File: src/sv/bdlp_pkg.sv
// Types, constants and helper functions of the button debouncer.
package bdlp_pkg;

   localparam int TIME_WIDTH      = 16;
   localparam int DELAY_WIDTH     = 16;
   localparam int CMP_WIDTH       = (TIME_WIDTH > DELAY_WIDTH) ? TIME_WIDTH : DELAY_WIDTH;
   localparam int CSR_INDEX_WIDTH = 8;
   localparam int CSR_DATA_WIDTH  = 32;
   localparam int REQ_TDATA_WIDTH = 8;
   localparam int RSP_TDATA_WIDTH = 8;

   localparam logic [TIME_WIDTH-1:0]  TIME_MAX               = '1;
   localparam logic [DELAY_WIDTH-1:0] DEBOUNCE_DELAY_RESET   = DELAY_WIDTH'(0);
   localparam logic [DELAY_WIDTH-1:0] LONG_PRESS_DELAY_RESET = DELAY_WIDTH'(1000);

   typedef enum logic [CSR_INDEX_WIDTH-1:0] {
      CSR_DEBOUNCE_DELAY    = 8'd0,
      CSR_LONG_PRESS_DELAY  = 8'd1,
      CSR_ACTIVE_LEVEL      = 8'd2,
      CSR_LONG_PRESS_ENABLE = 8'd3
   } csr_index_type;

   typedef enum logic {
      ACTION_TICK   = 1'b0,
      ACTION_CANCEL = 1'b1
   } action_type;

   typedef struct packed {
      logic [DELAY_WIDTH-1:0] debounce_delay;
      logic [DELAY_WIDTH-1:0] long_press_delay;
      logic                   active_level;
      logic                   long_press_enable;
   } cfg_type;

   typedef struct packed {
      action_type action;
      logic       pin_level;
   } req_item_type;

   // pressed_event sits in bit 0
   typedef struct packed {
      logic is_pressed;
      logic long_press_event;
      logic released_event;
      logic pressed_event;
   } rsp_item_type;

   // a saturated counter counts as having reached any delay
   function automatic logic reached(input logic [TIME_WIDTH-1:0]  elapsed,
                                    input logic [DELAY_WIDTH-1:0] delay);
      reached = (CMP_WIDTH'(elapsed) >= CMP_WIDTH'(delay)) || (elapsed == TIME_MAX);
   endfunction

endpackage

File: src/sv/bdlp_csr.sv
// Configuration register file of the button debouncer.
module bdlp_csr import bdlp_pkg::*; (
   input  logic                       clock,
   input  logic                       reset,
   input  logic                       csr_valid,
   output logic                       csr_ready,
   input  logic [CSR_INDEX_WIDTH-1:0] csr_index,
   input  logic [CSR_DATA_WIDTH-1:0]  csr_data,
   output cfg_type                    cfg
);

   cfg_type cfg_ff, cfg_in;

   assign csr_ready = 1'b1;
   assign cfg       = cfg_ff;

   always_comb begin
      cfg_in = cfg_ff;
      if (csr_valid) begin
         case (csr_index)
            CSR_DEBOUNCE_DELAY:    cfg_in.debounce_delay    = csr_data[DELAY_WIDTH-1:0];
            CSR_LONG_PRESS_DELAY:  cfg_in.long_press_delay  = csr_data[DELAY_WIDTH-1:0];
            CSR_ACTIVE_LEVEL:      cfg_in.active_level      = csr_data[0];
            CSR_LONG_PRESS_ENABLE: cfg_in.long_press_enable = csr_data[0];
            default:               cfg_in = cfg_ff;
         endcase
      end
   end

   always_ff @(posedge clock) begin
      if (reset) begin
         cfg_ff.debounce_delay    <= DEBOUNCE_DELAY_RESET;
         cfg_ff.long_press_delay  <= LONG_PRESS_DELAY_RESET;
         cfg_ff.active_level      <= 1'b0;
         cfg_ff.long_press_enable <= 1'b0;
      end else begin
         cfg_ff <= cfg_in;
      end
   end

endmodule

File: src/sv/bdlp_core.sv
// Debounce state and per-item event logic.
module bdlp_core import bdlp_pkg::*; (
   input  logic         clock,
   input  logic         reset,
   input  logic         step,
   input  req_item_type item,
   input  cfg_type      cfg,
   output rsp_item_type result
);

   logic                  level_ff, level_in;
   logic                  lockout_ff, lockout_in;
   logic                  long_done_ff, long_done_in;
   logic [TIME_WIDTH-1:0] elapsed_ff, elapsed_in;

   logic [TIME_WIDTH-1:0] count_adv;
   logic                  lock_hold;
   logic                  take;
   logic                  done_mid;
   logic                  long_hit;

   always_comb begin
      count_adv = (elapsed_ff == TIME_MAX) ? elapsed_ff : elapsed_ff + TIME_WIDTH'(1);
      lock_hold = lockout_ff && !reached(count_adv, cfg.debounce_delay);
      take      = !lock_hold && (item.pin_level != level_ff);

      level_in   = take ? item.pin_level : level_ff;
      elapsed_in = take ? '0 : count_adv;
      lockout_in = lock_hold || take;
      done_mid   = (take && (item.pin_level == cfg.active_level)) ? 1'b0 : long_done_ff;

      long_hit = cfg.long_press_enable && (level_in == cfg.active_level) && !done_mid &&
                 reached(elapsed_in, cfg.long_press_delay);
      long_done_in = done_mid || long_hit;

      result.pressed_event    = take && (item.pin_level == cfg.active_level);
      result.released_event   = take && (item.pin_level != cfg.active_level);
      result.long_press_event = long_hit;
      result.is_pressed       = (level_in == cfg.active_level);

      // cancel: only the pending long press is dropped
      if (item.action == ACTION_CANCEL) begin
         level_in     = level_ff;
         elapsed_in   = elapsed_ff;
         lockout_in   = lockout_ff;
         long_done_in = 1'b1;
         result.pressed_event    = 1'b0;
         result.released_event   = 1'b0;
         result.long_press_event = 1'b0;
         result.is_pressed       = (level_ff == cfg.active_level);
      end
   end

   always_ff @(posedge clock) begin
      if (reset) begin
         level_ff     <= 1'b1;
         lockout_ff   <= 1'b0;
         long_done_ff <= 1'b1;
         elapsed_ff   <= TIME_MAX;
      end else if (step) begin
         level_ff     <= level_in;
         lockout_ff   <= lockout_in;
         long_done_ff <= long_done_in;
         elapsed_ff   <= elapsed_in;
      end
   end

endmodule

File: src/sv/button_debounce_long_press_unit.sv
// Top level of the button debouncer with long-press detection.
//
//   channel  | ports                  | payload
//   ---------+------------------------+------------------------------------------
//   request  | req_tvalid/req_tready  | tuser: action; tdata: pin_level
//   response | rsp_tvalid/rsp_tready  | tdata: pressed, released, long_press, is_pressed
//   config   | csr_valid/csr_ready    | csr_index, csr_data
//
// One item per clock cycle while rsp_tready stays high; a transferred request is held
// in the request register and passes the event logic into the result register.
// csr_ready is always high. Synchronous reset clears state and both valid flags.
// A stalled rsp_tready holds the result; one more item may wait in the request register.
module button_debounce_long_press_unit import bdlp_pkg::*; (
   input  logic                       clock,
   input  logic                       reset,
   input  logic                       req_tvalid,
   output logic                       req_tready,
   input  logic [REQ_TDATA_WIDTH-1:0] req_tdata,  // [0] pin_level
   input  logic                       req_tuser,  // [0] action
   output logic                       rsp_tvalid,
   input  logic                       rsp_tready,
   output logic [RSP_TDATA_WIDTH-1:0] rsp_tdata,  // [0] pressed, [1] released,
                                                  // [2] long_press, [3] is_pressed
   input  logic                       csr_valid,
   output logic                       csr_ready,
   input  logic [CSR_INDEX_WIDTH-1:0] csr_index,
   input  logic [CSR_DATA_WIDTH-1:0]  csr_data
);

   cfg_type      cfg;
   rsp_item_type result;

   logic         req_valid_ff, req_valid_in;
   req_item_type req_item_ff;
   logic         rsp_valid_ff, rsp_valid_in;
   rsp_item_type rsp_item_ff;
   logic         advance;

   bdlp_csr u_csr (
      .clock     (clock),
      .reset     (reset),
      .csr_valid (csr_valid),
      .csr_ready (csr_ready),
      .csr_index (csr_index),
      .csr_data  (csr_data),
      .cfg       (cfg)
   );

   bdlp_core u_core (
      .clock  (clock),
      .reset  (reset),
      .step   (advance),
      .item   (req_item_ff),
      .cfg    (cfg),
      .result (result)
   );

   // item moves to the result register when that one is free or being drained
   assign advance    = req_valid_ff && (!rsp_valid_ff || rsp_tready);
   assign req_tready = !req_valid_ff || advance;

   always_comb begin
      req_valid_in = req_valid_ff;
      if (req_tready) begin
         req_valid_in = req_tvalid;
      end
      rsp_valid_in = rsp_valid_ff;
      if (advance) begin
         rsp_valid_in = 1'b1;
      end else if (rsp_tready) begin
         rsp_valid_in = 1'b0;
      end
   end

   always_ff @(posedge clock) begin
      if (reset) begin
         req_valid_ff <= 1'b0;
         rsp_valid_ff <= 1'b0;
      end else begin
         req_valid_ff <= req_valid_in;
         rsp_valid_ff <= rsp_valid_in;
      end
   end

   always_ff @(posedge clock) begin
      if (req_tready && req_tvalid) begin
         req_item_ff.action    <= action_type'(req_tuser);
         req_item_ff.pin_level <= req_tdata[0];
      end
      if (advance) begin
         rsp_item_ff <= result;
      end
   end

   assign rsp_tvalid = rsp_valid_ff;
   assign rsp_tdata  = RSP_TDATA_WIDTH'(rsp_item_ff);

endmodule

File: config.mk
export PLATFORM = sky130hd
export DESIGN_NAME = button_debounce_long_press_unit
export DESIGN_NICKNAME = d
export VERILOG_FILES = /design/src/sv/bdlp_pkg.sv /design/src/sv/bdlp_csr.sv /design/src/sv/bdlp_core.sv /design/src/sv/button_debounce_long_press_unit.sv
export SDC_FILE = /design/constraint.sdc
export NUM_CORES = 1
export LEC_CHECK = 0
export BUFFER_PORTS_ARGS = -buffer_cell sky130_fd_sc_hd__clkbuf_2
export CAP_MARGIN = 30
export CORE_AREA = 2 2 87 89
export DETAILED_ROUTE_END_ITERATION = 8
export DIE_AREA = 0 0 89 91
export GPL_TIMING_DRIVEN = 0
export PLACE_DENSITY = 0.77
export SLEW_MARGIN = 20
export SYNTH_ARGS = -nofsm -noshare
export SYNTH_HDL_FRONTEND = slang
export SYNTH_SLANG_ARGS = --single-unit
File: constraint.sdc
create_clock -name clock -period 6.45 [get_ports clock]
set_input_delay 1.935 -clock clock [delete_from_list [all_inputs] [get_ports clock]]
set_output_delay 1.935 -clock clock [all_outputs]
set_load 0.01 [all_outputs]
==> run summary <==
### Critical path
* kind of end point of the critical path: flip-flop
* data required time at the worst endpoint: 6.55 ns
* cell with the largest stage delay on the worst path: or4_4
* WP buf/inv: 3
* cell type group with the largest total delay on the critical path: compound AO/OA/AOI/OAI gates
* path type of the worst setup path: reg -> reg
* longest individual stage delay on the worst path: 0.60 ns
* critical path arrival: 6.10 ns
* startpoint class of the critical path: flip-flop
* Most Frequent Cell on Critical Path: ha_1
* maximum net fanout on the critical path: 11

### Clocking
* latest clock arrival within the worst-skew pair: 0.35 ns
* Post-CTS Setup Inserts: 0
* clock-pin slew on the worst setup and hold paths: 0.07 ns
* number of hold-repair buffers added at the cts stage: 0
* TritonCTS clock tree: done
* TritonCTS buffer count: 9
* cell at the root of the clock tree: clkbuf_8
* Clock Path Buffers: 2
* H-Tree Level Count: 3
* clock tree sinks: 61

### Floorplanning
* Rows: 31
* die footprint: 8100 µm²
* chip height: 91 µm
* placeable core region: 7140 µm²
* horizontal die dimension: 89 µm
* I/O pin count: 65
* effective utilization at floorplan: 0.544

### Logic synthesis
* top post-synthesis cells by count: nor2_1, dfxtp_1, inv_1
* Primary FF master, synth: dfxtp_1
* Post-Syn Area per Cell: 8.47 µm²
* dominant cells by area after synthesis: dfxtp_1, ha_1, mux2i_1
* top-area cell type share of the netlist area: 0.284
* Seq cells post-synth: 61
* Post-synth EDFFs: 6
* asr flop ratio synth: 0
* count leader, synth: nor2_1
* Synth area leader: dfxtp_1
* synthesized instance count: 458
* number of distinct library cells after synthesis: 59
* sequential-to-total area share from yosys stat: 0.330
* yosys warns: 0
* Synth Cell Area: 3880 µm²

### Detailed routing
* post-detailed-route via-to-cell ratio: 5.55
* final WL: 9050 µm
* Antenna Violating Nets Remaining: 0
* TritonRoute pass-1 iters: 7
* total DRC errors in the routed layout: 0
* total number of vias: 3393
* DR iter-0 viols: 272
* average routed wire per standard cell: 14.8 µm

### Placed design
* Placed Instances: 596
* final estimated routing congestion in global placement: 0.914
* hpwl dp: 7130 µm
* Placed Area: 4200 µm²
* worst slack, placed: 0.0852 ns
* number of I/O port buffers: 36

### Power and ir drop
* total power after layout: 1.00 mW
* standby leakage power: 1.96 nW
* largest vdd supply drop: 135 µV
* Pwr Density: 229 nW/µm²

### Timing
* final setup TNS: 0 ns
* Worst Setup Slack, final: 0.451 ns
* share of the clock period used by the worst path after layout: 0.930
* unrepaired setup endpoints after global routing: no
* Rel. slew slack: 0.495
* number of setup violations in the final report: 0
* skew final: 0.00836 ns
* Pins Over Slew Limit: 0
* fin crit period: 6.00 ns
* hold violation count in the final report: 0
* Hold Worst Slack: 0.466 ns
* max frequency: 0.167 GHz
* Slew @ Worst Pin: 0.757 ns

### Final layout
* Util after Layout: 0.614
* Post-Layout Inst Area: 4390 µm²
* fillcell total: 659
* Final Net Count: 594
* area of the multi-input gates: 2280 µm²
* sequential cell area: 1280 µm²
* synthesis-to-finish area growth: 13.0%
* number of antenna repair diodes: 0
* fraction of layout cells with a size suffix above 1: 0.146
* Final Non-Filler Cells: 611

### Global routing
* maximum number of pins on one net before global-route repair: 11
* via count of the first global-routing pass: 3378
* global router's overall resource usage: 0.245
* initial antenna violation count: 0
* wire length of the first global-routing pass: 15600 µm
* total global routing overflow: 0

### Min path
* Hold WC Path Type: reg -> reg

### Run status
* result of the run: complete, no violations

### Job
* max-capacitance violation count: 0

-- timing repair --
action,4_1_cts,5_1_grt
endpoints found under the hold margin,0,0
gates resized for setup,0,3
endpoints found under the setup margin,0,2
-- routing by layer --
layer	vias up	GRT usage	wire (µm)
li1	1678	-	-
met1	1574	0.322	4050
met2	116	0.396	4250
met3	25	0.0318	442
met4	0	0.112	302
met5	-	0	0
-- cells in the final DEF, fill, tap and decap left out, drive strengths merged, types with 3 or more instances in the layout --
cell type  instances
clkbuf            65
nor2              58
dfxtp             55
inv               50
mux2i             34
ha                33
nor2b             25
nand2             22
a211o             21
buf               15
o21ai             13
nand3             11
a21oi              9
xnor2              7
nand4              7
nor4               7
nand2b             6
edfxtp             6
o21a               5
conb               5
a21o               4
a31oi              4
nor3               4
and4               3
and2               3
and3               3
nand3b             3
a211oi             3
-- area by class of cell --
type | count | share of cell area
Tap cell | 99 | 0.0282
Clock inverter | 1 | 0.00114
Multi-Input combinational cell | 320 | 0.520
Inverter | 50 | 0.0428
Timing Repair Buffer | 36 | 0.0411
Buffer | 29 | 0.0345
Clock buffer | 15 | 0.0402
Sequential cell | 61 | 0.292
-- cell families after synthesis --
kind of cell,count (synthesis),share of synthesized area
buf+inv,80,0.0884
simple gates,162,0.219
flops,61,0.330
mux,35,0.0906
xor+xnor,9,0.0203
other cells,2,0.00194
fa+ha+maj,34,0.109
compound gates,75,0.141
-- final timing paths --
kind / end / start / depth (start not counted) / slack (ns)
setup / recovery: rsp_tdata[2]$_SDFFCE_PP0P_ / u_core.elapsed_ff[0]$_SDFFE_PP1P_ / 25 / 0.45
hold / removal: u_csr.cfg[5]$_SDFFE_PP1P_ / u_csr.cfg[5]$_SDFFE_PP1P_ / 1 / 0.47
setup reg to reg: rsp_tdata[2]$_SDFFCE_PP0P_ / u_core.elapsed_ff[0]$_SDFFE_PP1P_ / 25 / 0.45
hold reg to reg: u_csr.cfg[5]$_SDFFE_PP1P_ / u_csr.cfg[5]$_SDFFE_PP1P_ / 1 / 0.47
-- flip-flops by register name, summed over array words and instances (netlist names) --
| register | count |
|---|---|
| req_item_ff | 2 |
| req_valid_ff | 1 |
| rsp_tdata | 4 |
| rsp_tvalid | 1 |
| u_core.elapsed_ff | 16 |
| u_core.level_ff | 1 |
| u_core.lockout_ff | 1 |
| u_core.long_done_ff | 1 |
| u_csr.cfg | 34 |
-- where the power goes --
| part | switching, mW | leakage (nW) | internal [mW] |
|---|---|---|---|
| sequential | 0.00938 | 0.505 | 0.393 |
| clock | 0.145 | 0.0937 | 0.171 |
| combinational | 0.165 | 1.36 | 0.120 |
| total | 0.319 | 1.96 | 0.684 |
Note: power is estimated with default switching activity, not from simulation.
